## src/bpa_pkg.sv

```systemverilog
// shared constants, types and controller state encoding for the bitmap page allocator
package bpa_pkg;

    localparam int PAGE_BYTES = 4096;
    localparam int PAGE_SHIFT = $clog2(PAGE_BYTES);
    localparam int MAX_PAGES  = 65536;
    localparam int WORD_BITS  = 64;
    localparam int BIT_IDX_W  = $clog2(WORD_BITS);
    localparam int WORDS      = MAX_PAGES / WORD_BITS;
    localparam int WORD_IDX_W = $clog2(WORDS);
    localparam int PAGE_IDX_W = $clog2(MAX_PAGES);
    localparam int CNT_W      = 17;
    localparam int ADDR_W     = 28;
    localparam int CHUNK_BITS = 8;
    localparam int CHUNK_W    = $clog2(WORD_BITS / CHUNK_BITS);
    localparam int CHUNK_OFF_W = $clog2(CHUNK_BITS);
    localparam int IN_DATA_W  = ((CNT_W + ADDR_W + 7) / 8) * 8;
    localparam int OUT_DATA_W = ((ADDR_W + 7) / 8) * 8;

    typedef enum logic
    {
        CMD_ALLOC = 1'b0,
        CMD_FREE  = 1'b1
    } bpa_cmd_t;

    typedef enum logic [2:0]
    {
        ST_CLEAR,
        ST_IDLE,
        ST_DECODE,
        ST_ALLOC_RD,
        ST_ALLOC_SCAN,
        ST_MARK_RD,
        ST_MARK_WR,
        ST_DONE
    } bpa_state_t;

    typedef struct packed
    {
        logic clr_wr;
        logic load;
        logic rd;
        logic scan_step;
        logic mark_wr;
        logic out_load;
    } ctrl_cmd_t;

    typedef struct packed
    {
        logic clr_last;
        logic is_free;
        logic zero_cnt;
        logic free_empty;
        logic scan_found;
        logic scan_fail;
        logic word_end;
        logic mark_last;
        logic out_busy;
    } dp_status_t;

endpackage

```

## src/bpa_ctrl.sv

```systemverilog
// controller state machine sequencing clear, scan, mark and result phases
module bpa_ctrl
(
    input  logic                 clk,
    input  logic                 rst_n,
    input  logic                 s_tvalid,
    output logic                 s_tready,
    input  bpa_pkg::dp_status_t  status,
    output bpa_pkg::ctrl_cmd_t   cmd
);
    import bpa_pkg::*;

    bpa_state_t state_reg;
    bpa_state_t state_next;

    always_ff @(posedge clk or negedge rst_n)
    begin
        if (!rst_n)
        begin
            state_reg <= ST_CLEAR;
        end
        else
        begin
            state_reg <= state_next;
        end
    end

    always_comb
    begin
        state_next = state_reg;
        cmd        = '0;
        s_tready   = 1'b0;
        case (state_reg)
            ST_CLEAR:
            begin
                cmd.clr_wr = 1'b1;
                if (status.clr_last)
                begin
                    state_next = ST_IDLE;
                end
            end
            ST_IDLE:
            begin
                s_tready = 1'b1;
                if (s_tvalid)
                begin
                    cmd.load   = 1'b1;
                    state_next = ST_DECODE;
                end
            end
            ST_DECODE:
            begin
                if (status.is_free)
                begin
                    state_next = status.free_empty ? ST_DONE : ST_MARK_RD;
                end
                else
                begin
                    state_next = status.zero_cnt ? ST_DONE : ST_ALLOC_RD;
                end
            end
            ST_ALLOC_RD:
            begin
                cmd.rd     = 1'b1;
                state_next = ST_ALLOC_SCAN;
            end
            ST_ALLOC_SCAN:
            begin
                cmd.scan_step = 1'b1;
                if (status.scan_found)
                begin
                    state_next = ST_MARK_RD;
                end
                else if (status.scan_fail)
                begin
                    state_next = ST_DONE;
                end
                else if (status.word_end)
                begin
                    state_next = ST_ALLOC_RD;
                end
            end
            ST_MARK_RD:
            begin
                cmd.rd     = 1'b1;
                state_next = ST_MARK_WR;
            end
            ST_MARK_WR:
            begin
                cmd.mark_wr = 1'b1;
                state_next  = status.mark_last ? ST_DONE : ST_MARK_RD;
            end
            ST_DONE:
            begin
                if (!status.out_busy)
                begin
                    cmd.out_load = 1'b1;
                    state_next   = ST_IDLE;
                end
            end
            default:
            begin
                state_next = ST_IDLE;
            end
        endcase
    end

endmodule

```

## config.mk

```make
export PLATFORM = sky130hd
export DESIGN_NAME = bpa_ctrl
export DESIGN_NICKNAME = d
export VERILOG_FILES = /design/src/bpa_pkg.sv /design/src/bpa_ctrl.sv
export SDC_FILE = /design/constraint.sdc
export NUM_CORES = 1
export LEC_CHECK = 0
export ABC_AREA = 1
export BUFFER_PORTS_ARGS = -buffer_cell sky130_fd_sc_hd__buf_2
export CAP_MARGIN = 20
export CORE_AREA = 3 3 40 42
export CTS_CLUSTER_SIZE = 12
export DETAILED_ROUTE_END_ITERATION = 7
export DIE_AREA = 0 0 43 45
export HOLD_SLACK_MARGIN = 0.03
export SETUP_SLACK_MARGIN = 0.2
export SYNTH_ARGS = -nofsm -noshare
export SYNTH_HDL_FRONTEND = slang
export SYNTH_SLANG_ARGS = --single-unit
```

## constraint.sdc

```tcl
create_clock -name clk -period 1.08 [get_ports clk]
set_input_delay 0.216 -clock clk [delete_from_list [all_inputs] [get_ports clk]]
set_output_delay 0.216 -clock clk [all_outputs]
set_load 0.05 [all_outputs]
```

# Yosys cells after proc, flatten, opt, wreduce, memory -nomap -nowiden

Cells that the tools add are included.

Register bits: 3
Output and inout bits: 7

Equality and inequality tests: 11
Multiplexer cells: 20
Reductions and logical operators: 3

Operators by type and width:

| kind               | count |
|---|---|
| $mux 3             | 8 |
| $pmux 3 s8         | 1 |
| $eq 3x3->1 const B | 4 |
| $mux 1             | 9 |
| $eq 3x2->1 const B | 2 |
| $ne 2x2->1 const B | 3 |
| $mux 2             | 2 |
| $ne 4x4->1 const B | 1 |
| $reduce_and 4->1   | 1 |
| $eq 3x1->1 const B | 1 |
| $logic_not 3->1    | 1 |
| $reduce_or 2->1    | 1 |

# Logic depth before layout (Yosys ltp)

Gate-level depths: netlist of the first run.

Depth after elaboration: 4
Gate-level depth with buffers: 9

# Least setup slack after synthesis of the first run

No wires, ideal clock.

Kind: reg-to-output
Start point: reg state_reg[1]
End point: out cmd[4] (netlist name)
Arrival time: 1.652 ns
Setup slack: -0.788 ns
Stages on the path, launching flop included: 4
Buffers on the path: 0
Cell sequence: dfrtp_1 > inv_2 > nand2_1 > nor3_1

RTL lines:

| element                | line           | text |
|---|---|---|
| start, declared        | bpa_ctrl.sv:13 | `bpa_state_t state_reg;` |
| start signal, assigned | bpa_ctrl.sv:24 | `state_reg <= state_next;` |
| end, declared          | bpa_ctrl.sv:9  | `output bpa_pkg::ctrl_cmd_t cmd` |

==> flow_summary.ini, run 1 <==
[run_status]
status = finished, violations left
violations = setup timing

[sta]
report.final.slew_viol_count = 0
slew-limit-headroom_pct = 88.43
fmax_mhz = 697.5
fin_worst_skew_ns = 0.005451
max_slew.worst_pin.slew_ns = 0.1727
rsz0062_at_grt = yes
fin_ws_ns = -0.3536
holdWs_ns = 0.2962
hold_viol_final = 0
finalCritPeriodShare_pct = 132.7
layout_min_cycle_time_ns = 1.434
setup_violations = 10

[worst_setup_path]
timing.critical_path.from = state_reg[1]
worst-setup-path-type = flip-flop to primary output
cp-endpoint = cmd[3]
reg2reg_slack_ns = -0.12
rr_startpoint = state_reg[2]
worstPathRequired_ns = 0.86
reg2reg_depth = 8
r2r_end = state_reg[1]
worstPathMaxFanout = 5
critical_path.startpoint_type = flip-flop
worstPathArrival_ns = 1.22
end_kind = primary output

[logic_synthesis]
syn_avg_cell_area_sq_um = 5.764
synthFlopType = dfrtp_1
yosys_warnings = 0
synthCells = 61
synth_edf_count = 0
syn-num-nets = 73
syn_area_sq_um = 351.6
async_flop_share_pct = 100.0
synth_seq_cells = 3
ys_seq_area_share_pct = 21.35
ys_types = 16

[power_and_ir_drop]
p_leak_nw = 0.3595
irDropWorstVdd_mv = 1.351
power_mw = 2.359
p_per_area_nw_per_um2 = 3428

[drt]
vias = 453
wl_per_cell_um = 8.898
drt.antenna.violating_nets = 0
wl_um = 961
drtIter0Drc = 7
drcViolationCount = 0
viasPerCell = 4.194
drtPass1Iterations = 3

[layout]
final_layout_size_suffix_gt1_share_pct = 54.84
fill_cells = 125
areaGrowthSynthToFinish_pct = 95.73
largest_reg_flops = 3
design_area_sq_um = 688.2
multiInputGateArea_sq_um = 276.5
antennaDiodeCount = 0
mostFrequentLayoutCell = nand2_1
fin_util_pct = 53.55
ff_latch_area_sq_um = 77.57
fin_nets = 106
layout_common_cells = 17 x nand2_1, 11 x buf_2, 9 x buf_4, 7 x nor2_1, 7 x buf_6

[global_routing]
gr-usage-met1_pct = 13.38
grt_usage_pct = 10.78
use_met2_pct = 19.46
grt_overflow = 0
grt_pass1_wl_um = 1600
grt_pass1_vias = 411
use_met3_pct = 0
busiest_layer = met2
antenna_found_initial = 0
grt_max_degree = 9

[placement]
dp_hpwl_um = 739.4
dp_slack_ns = -0.2747
dpl_cell_area_sq_um = 544.3
io_buffers = 18
gp_congestion = 0.8119

[floorplanning]
ioPinCount = 19
start_util_pct = 27.36
die_width_um = 43
die-height_um = 45
die_area_sq_um = 1935
num_rows = 13
core_area_sq_um = 1285

[run]
maxCapViolCount = 0

[min_path]
hp-class = input pin to asynchronous set/reset pin

[cts]
cts-root-buf = clkbuf_4
clk_latency_ns = 0.24
path_clk_slew_ns = 0.04
cts_made_buffers = 3
cts.path.max_buffers = 2
tritoncts = done
htreeDepth = 1
clock_sink_count = 3
## layout make-up
class / instances / area share (%)
timing repair buffer: 30 / 35.09
sequential: 3 / 11.27
tap: 15 / 2.727
inverter: 11 / 6.909
clock buffer: 4 / 3.818
multi-input combinational: 45 / 40.18
## critical path, stage by stage, from the launching register on
cell,delay (ns)
dfrtp_2,0.45
nand2_4,0.11
inv_4,0.04
nor2_4,0.11
o21ai_2,0.08
inv_2,0.06
buf_8,0.13
## routing by layer
metal / share of wire, % / wire (um)
met5: 0 / 0
met4: 2.4 / 23
met3: 4.1 / 39
met2: 49 / 474
met1: 44 / 425
## worst min-delay path by stage
stage | startpoint | endpoint | slack [ns] | depth (start not counted)
floorplan | rst_n | state_reg[0] | -0.08 | 0
global placement | rst_n | state_reg[2] | 0.01 | 1
detailed placement | rst_n | state_reg[2] | 0.01 | 1
CTS | rst_n | state_reg[0] | 0.30 | 2
global route | rst_n | state_reg[2] | 0.31 | 2
finish | rst_n | state_reg[0] | 0.30 | 2
## cell usage after synthesis (2+ instances only)
master | count | share of area, %
dfrtp_1 | 3 | 21
inv_1 | 9 | 9.6
inv_2 | 2 | 2.1
nand2_1 | 18 | 19
nand3_1 | 4 | 5.7
nand3b_1 | 2 | 4.3
nor2_1 | 10 | 11
nor2_2 | 2 | 3.6
nor3_1 | 2 | 2.8
o21ai_0 | 3 | 4.3
## metrics by stage
| stage | std cells | setup TNS, ns |
|---|---|---|
| after floorplan | 61 | -1.172 |
| after global placement | 100 | -1.683 |
| after detailed placement | 100 | -1.696 |
| after CTS | 106 | -2.316 |
| after global routing | 108 | -3.135 |
| final | 108 | -2.456 |
## repair_timing
item | 4_1_cts | 5_1_grt
hold buffers | 1 | 0
pin swaps | 2 | 2
endpoints found under the setup margin | 10 | 10
gates resized for setup | 25 | 3
endpoints found under the hold margin | 3 | 0
buffers inserted | 1 | 2
## cells by family (layout without fill, tap and decap cells)
family | count (synthesis) | count (layout) | share of synthesized area (%)
AO/OA/AOI/OAI | 4 | 4 | 5.691
flip-flops | 3 | 3 | 21.35
AND/OR/NAND/NOR | 41 | 41 | 54.09
buffers and inverters | 13 | 45 | 18.86
## power breakdown
group / leakage (nW) / internal, mW / switching (mW)
clock network: 0.0150 / 0.139 / 0.0645
registers: 0.0326 / 0.184 / 0.106
logic: 0.312 / 0.796 / 1.07
total: 0.360 / 1.12 / 1.24
No activity file was read; power rests on OpenSTA's default activity.
==> run 2, diff against run 1 <==
--- a/config.mk
+++ b/config.mk
@@ -14,6 +14,7 @@
 export DIE_AREA = 0 0 43 45
 export HOLD_SLACK_MARGIN = 0.03
 export SETUP_SLACK_MARGIN = 0.2
+export SKIP_CTS_REPAIR_TIMING = 1
 export SYNTH_ARGS = -nofsm -noshare
 export SYNTH_HDL_FRONTEND = slang
 export SYNTH_SLANG_ARGS = --single-unit
==> run 2 against run 1 <==
Compared with the run above: the flow still finishes with violations (setup timing); critical path type unchanged; via count is 1.8% higher; highest routed layer unchanged; combinational power is 3% lower; die area stayed put; fmax is 0.86% higher.
==> flow_summary.ini, run 2 (synthesized netlist as in run 1, its figures left out) <==
[worst_setup_path]
critical_path.startpoint_type = flip-flop
end_kind = primary output
crit_path_max_incr_delay_ns = 0.46
worstPathRequired_ns = 0.86
worstPathMaxFanout = 6
crit_chain = buf_4, o21ai_2, inv_2, buf_8
cpMaxStageDelayCell = dfrtp_2
worstPathArrival_ns = 1.21
reg2reg_depth = 7
worst-setup-path-type = flip-flop to primary output

[layout]
design_area_sq_um = 680.7
layout_common_cells = 16 x nand2_1, 11 x buf_2, 9 x buf_4, 7 x inv_1, 7 x nor2_1
fin_util_pct = 52.97
areaGrowthSynthToFinish_pct = 93.59
fill_cells = 122
largest_reg_flops = 3
fin_nets = 105
mostFrequentLayoutCell = nand2_1
final_layout_size_suffix_gt1_share_pct = 54.35
antennaDiodeCount = 0

[drt]
wl_per_cell_um = 9.056
drtIter0Drc = 5
wl_um = 969
vias = 461
drtPass1Iterations = 4
drcViolationCount = 0
drt.antenna.violating_nets = 0
viasPerCell = 4.308

[cts]
cts.path.max_buffers = 2
clock_sink_count = 3
htreeDepth = 1
clk_latency_ns = 0.24
cts_made_buffers = 3
cts-root-buf = clkbuf_4
tritoncts = done
path_clk_slew_ns = 0.04

[placement]
io_buffers = 18
gp_congestion = 0.8119
dp_hpwl_um = 739.4
dpl_cell_area_sq_um = 544.3

[global_routing]
grt_pass1_wl_um = 1435
use_met2_pct = 16.17
use_met3_pct = 0
busiest_layer = met2
grt_usage_pct = 9.607
gr-usage-met1_pct = 12.65
grt_overflow = 0
grt_pass1_vias = 365
antenna_found_initial = 0
grt_max_degree = 9

[sta]
finalCritPeriodShare_pct = 131.6
slew-limit-headroom_pct = 86.60
fmax_mhz = 703.5
max_slew.worst_pin.slew_ns = 0.2008
report.final.slew_viol_count = 0
setup_violations = 10
rsz0062_at_grt = yes
layout_min_cycle_time_ns = 1.421
fin_worst_skew_ns = 0.004540
hold_viol_final = 0
fin_ws_ns = -0.3414

[floorplanning]
die_area_sq_um = 1935
ioPinCount = 19
die-height_um = 45
core_area_sq_um = 1285
die_width_um = 43
num_rows = 13
start_util_pct = 27.36

[power_and_ir_drop]
p_leak_nw = 0.3568
irDropWorstVdd_mv = 1.386
p_per_area_nw_per_um2 = 3391

[run_status]
violations = setup timing
status = finished, violations left

[run]
maxCapViolCount = 0

[min_path]
hp-class = input pin to asynchronous set/reset pin
run 2: worst paths after layout:
| check | startpoint | endpoint | slack [ns] |
|---|---|---|---|
| worst max-delay path | state_reg[2] | cmd[3] | -0.34 |
| worst min-delay path | rst_n | state_reg[0] | 0.30 |
| worst max register to register | state_reg[2] | state_reg[2] | -0.13 |
| worst min register to register | state_reg[2] | state_reg[2] | 0.61 |
| max in group asynchronous | rst_n | state_reg[2] | 0.66 |
| min in group clk | status[1] | state_reg[1] | 0.30 |
run 2: worst max-delay path: cells and delay by family, from the launching register on:
| family | cells | cell delay, ns |
|---|---|---|
| AOI/OAI and AO/OA | 1 | 0.15 |
| buffers and inverters | 3 | 0.35 |
| DFF | 1 | 0.46 |
run 2: final cells by class:
cell class	instances	area [sq um]	area share, %
Multi-Input combinational cell	45	279.0	40.99
Timing Repair Buffer	29	234.0	34.37
Sequential cell	3	77.57	11.40
Inverter	11	45.04	6.618
Clock buffer	4	26.28	3.860
Tap cell	15	18.77	2.757
run 2: report_power, final:
group / internal, mW / total, mW / leakage (nW) / switching (mW)
registers: 0.184 / 0.295 / 0.0326 / 0.111
logic: 0.755 / 1.81 / 0.309 / 1.06
clock network: 0.139 / 0.203 / 0.0150 / 0.0637
total: 1.08 / 2.31 / 0.357 / 1.23
run 2: layer usage:
| metal | wire, um | up-vias |
|---|---|---|
| li1 | - | 246 |
| met1 | 420 | 199 |
| met2 | 475 | 14 |
| met3 | 50 | 2 |
| met4 | 23 | 0 |
| met5 | 0 | - |
run 2: per-stage QoR:
step | power (mW) | std cells | setup WS, ns | TNS (ns) | hold WS, ns
after floorplan | 1.382 | 61 | -0.1936 | -1.172 | -0.07959
after global placement | 1.732 | 100 | -0.2964 | -1.683 | 0.01338
after detailed placement | 1.728 | 100 | -0.2747 | -1.696 | 0.01369
after CTS | 1.937 | 104 | -0.5303 | -3.485 | -0.2377
after global routing | 2.482 | 107 | -0.4045 | -3.196 | 0.3090
final | 2.308 | 107 | -0.3414 | -2.539 | 0.2971
==> run 3, diff against run 2 <==
--- a/config.mk
+++ b/config.mk
@@ -5,7 +5,6 @@
 export SDC_FILE = /design/constraint.sdc
 export NUM_CORES = 1
 export LEC_CHECK = 0
-export ABC_AREA = 1
 export BUFFER_PORTS_ARGS = -buffer_cell sky130_fd_sc_hd__buf_2
 export CAP_MARGIN = 20
 export CORE_AREA = 3 3 40 42
==> run 3 against run 2 <==
Compared with the run above: the run still ends with setup timing left; cell area grew 0.74%; fmax shrank 5.4%; via count down 13%; synthesized cell count down 39%; cell count is 17% lower; critical endpoint unchanged; worst setup slack worse by 0.082 ns; largest cell class is now non-clock buffers; flip-flop and latch count stayed put.
==> flow_summary.ini, run 3 <==
[worst_setup_path]
end_kind = primary output
reg2reg_slack_ns = -0.29
worst-setup-path-type = flip-flop to primary output
critical_path.startpoint_type = flip-flop
r2r_end = state_reg[1]
reg2reg_depth = 7
rr_startpoint = state_reg[0]
worstPathRequired_ns = 0.86
worstPathArrival_ns = 1.29
worstPathMaxFanout = 7

[logic_synthesis]
synthFlopType = dfrtp_1
synth_most_common_cell = nor2_1
syn_area_sq_um = 300.3
ys_seq_area_share_pct = 25.00
yosys_warnings = 0
ys_types = 23
syn-num-nets = 49
synth_seq_cells = 3
async_flop_share_pct = 100.0
synth.top_cells.by_count = 6 x nor2_1, 3 x dfrtp_1, 3 x nand2_1
synthTopCellsByArea = dfrtp_1 25%, a2111oi_4 9.2%, buf_6 7.5%
synth_edf_count = 0
synth_top_area_cell = dfrtp_1
synthCells = 37
synth.top_cell.area_share_pct = 25.00
syn_avg_cell_area_sq_um = 8.116

[global_routing]
grt_pass1_wl_um = 1311
grt_usage_pct = 9.098
antenna_found_initial = 0
grt_max_degree = 12
grt_overflow = 0
grt_pass1_vias = 324

[floorplanning]
die_width_um = 43
core_area_sq_um = 1285
start_util_pct = 23.37
num_rows = 13
ioPinCount = 19
die-height_um = 45
die_area_sq_um = 1935

[drt]
drt.antenna.violating_nets = 0
drtIter0Drc = 2
wl_per_cell_um = 10.78
drcViolationCount = 0
viasPerCell = 4.483
wl_um = 959
drtPass1Iterations = 3
vias = 399

[layout]
layout_common_cells = 15 x buf_4, 11 x buf_2, 6 x buf_6, 4 x nor2_4
areaGrowthSynthToFinish_pct = 128.3
antennaDiodeCount = 0
mostFrequentLayoutCell = buf_4
final_layout_size_suffix_gt1_share_pct = 72.97
instances_no_fill = 89
fin_nets = 87
largest_reg_flops = 3

[sta]
max_slew.worst_pin.slew_ns = 0.2708
fmax_mhz = 665.3
setup_violations = 10
layout_min_cycle_time_ns = 1.503
report.final.slew_viol_count = 0
finalCritPeriodShare_pct = 139.2
fin_worst_skew_ns = 0.001185
fin_ws_ns = -0.4231
slew-limit-headroom_pct = 81.94
hold_viol_final = 0
rsz0062_at_grt = yes
fin_tns_setup_ns = -2.870

[cts]
cts.path.max_buffers = 2
cts-root-buf = clkbuf_4
clock_sink_count = 3
path_clk_slew_ns = 0.03
cts_made_buffers = 3
tritoncts = done
clk_latency_ns = 0.23
htreeDepth = 1

[min_path]
hold_end = state_reg[1]
whs_path_depth = 3
hp-class = input pin to flip-flop
min_from = status[0]

[power_and_ir_drop]
p_sw_mw = 1.046
swShare_pct = 47.42
p_clk_share_pct = 8.7
p_leak_nw = 0.3125
combPwrFrac_pct = 81.2
irDropWorstVdd_mv = 1.220
seqPwrFrac_pct = 10.2
p_per_area_nw_per_um2 = 3217
power_mw = 2.206
internal_power_mw = 1.160

[placement]
dp_hpwl_um = 658.8
gp_congestion = 0.7287
io_buffers = 18
placed_cells = 79
dp_slack_ns = -0.2856

[run_status]
status = finished, violations left
violations = setup timing

[run]
maxCapViolCount = 0
[run 3: changes by cell type in the layout (fill, tap and decap cells not counted), moves of 4 or more]
cell and change:
nand2_1 -14, buf_4 +6, inv_1 -5, nor2_1 -5, nand3_1 -4
[run 3: how the worst max path moves through the flow]
stage                     slack (ns)          from     end  cells after the start
after global placement         -0.26  state_reg[2]  cmd[4]                      4
final                          -0.42  state_reg[1]  cmd[3]                      4
after floorplan                -0.35  state_reg[1]  cmd[4]                      3
after detailed placement       -0.29  state_reg[2]  cmd[4]                      4
after global routing           -0.47  state_reg[1]  cmd[3]                      4
after CTS                      -0.54  state_reg[2]  cmd[4]                      4
[run 3: logic make-up after synthesis]
kind of cell    Yosys count  synth area share [%]
buf+inv                   6                 12.91
compound gates            9                 27.92
simple gates             18                 31.25
flops                     3                 25.00
xor+xnor                  1                 2.917
[run 3: through the flow]
stage	hold WS (ns)	cell area, sq um	utilization, %
6_report	0.2544	685.7	53.36
3_3_place_gp	0.01522	516.7	40.21
5_1_grt	0.2577	685.7	53.36
3_5_place_dp	0.01456	516.7	40.21
2_1_floorplan	-0.07959	345.3	-
4_1_cts	-0.2308	543.0	42.26
[run 3: final cells by class]
type	instances	area, sq um
Tap cell	15	18.77
Inverter	3	11.26
Fill cell	118	599.3
Timing Repair Buffer	36	290.3
Clock buffer	4	26.28
Sequential cell	3	76.32
Multi-Input combinational cell	28	262.8
[run 3: critical path: stages (launching register included)]
cell and delay [ns]:
dfrtp_1 0.37, buf_4 0.18, xor2_1 0.20, and2_4 0.18, buf_8 0.14
[run 3: routing by layer]
metal  vias to the layer above  wire length (um)  GRT usage [%]
li1                        202                 -              -
met1                       182               397          12.38
met2                        15               516          12.87
met3                         0                45          3.586
met4                         0                 0          3.614
met5                         -                 0              0
[run 3: power by group through the flow]
stage / logic [mW] / registers (mW) / clock network (mW)
after global placement: 1.36 / 0.224 / 0
after detailed placement: 1.37 / 0.229 / 0
after global routing: 1.89 / 0.230 / 0.214
final: 1.79 / 0.224 / 0.191
after CTS: 1.38 / 0.227 / 0.201
after floorplan: 1.03 / 0.199 / 0
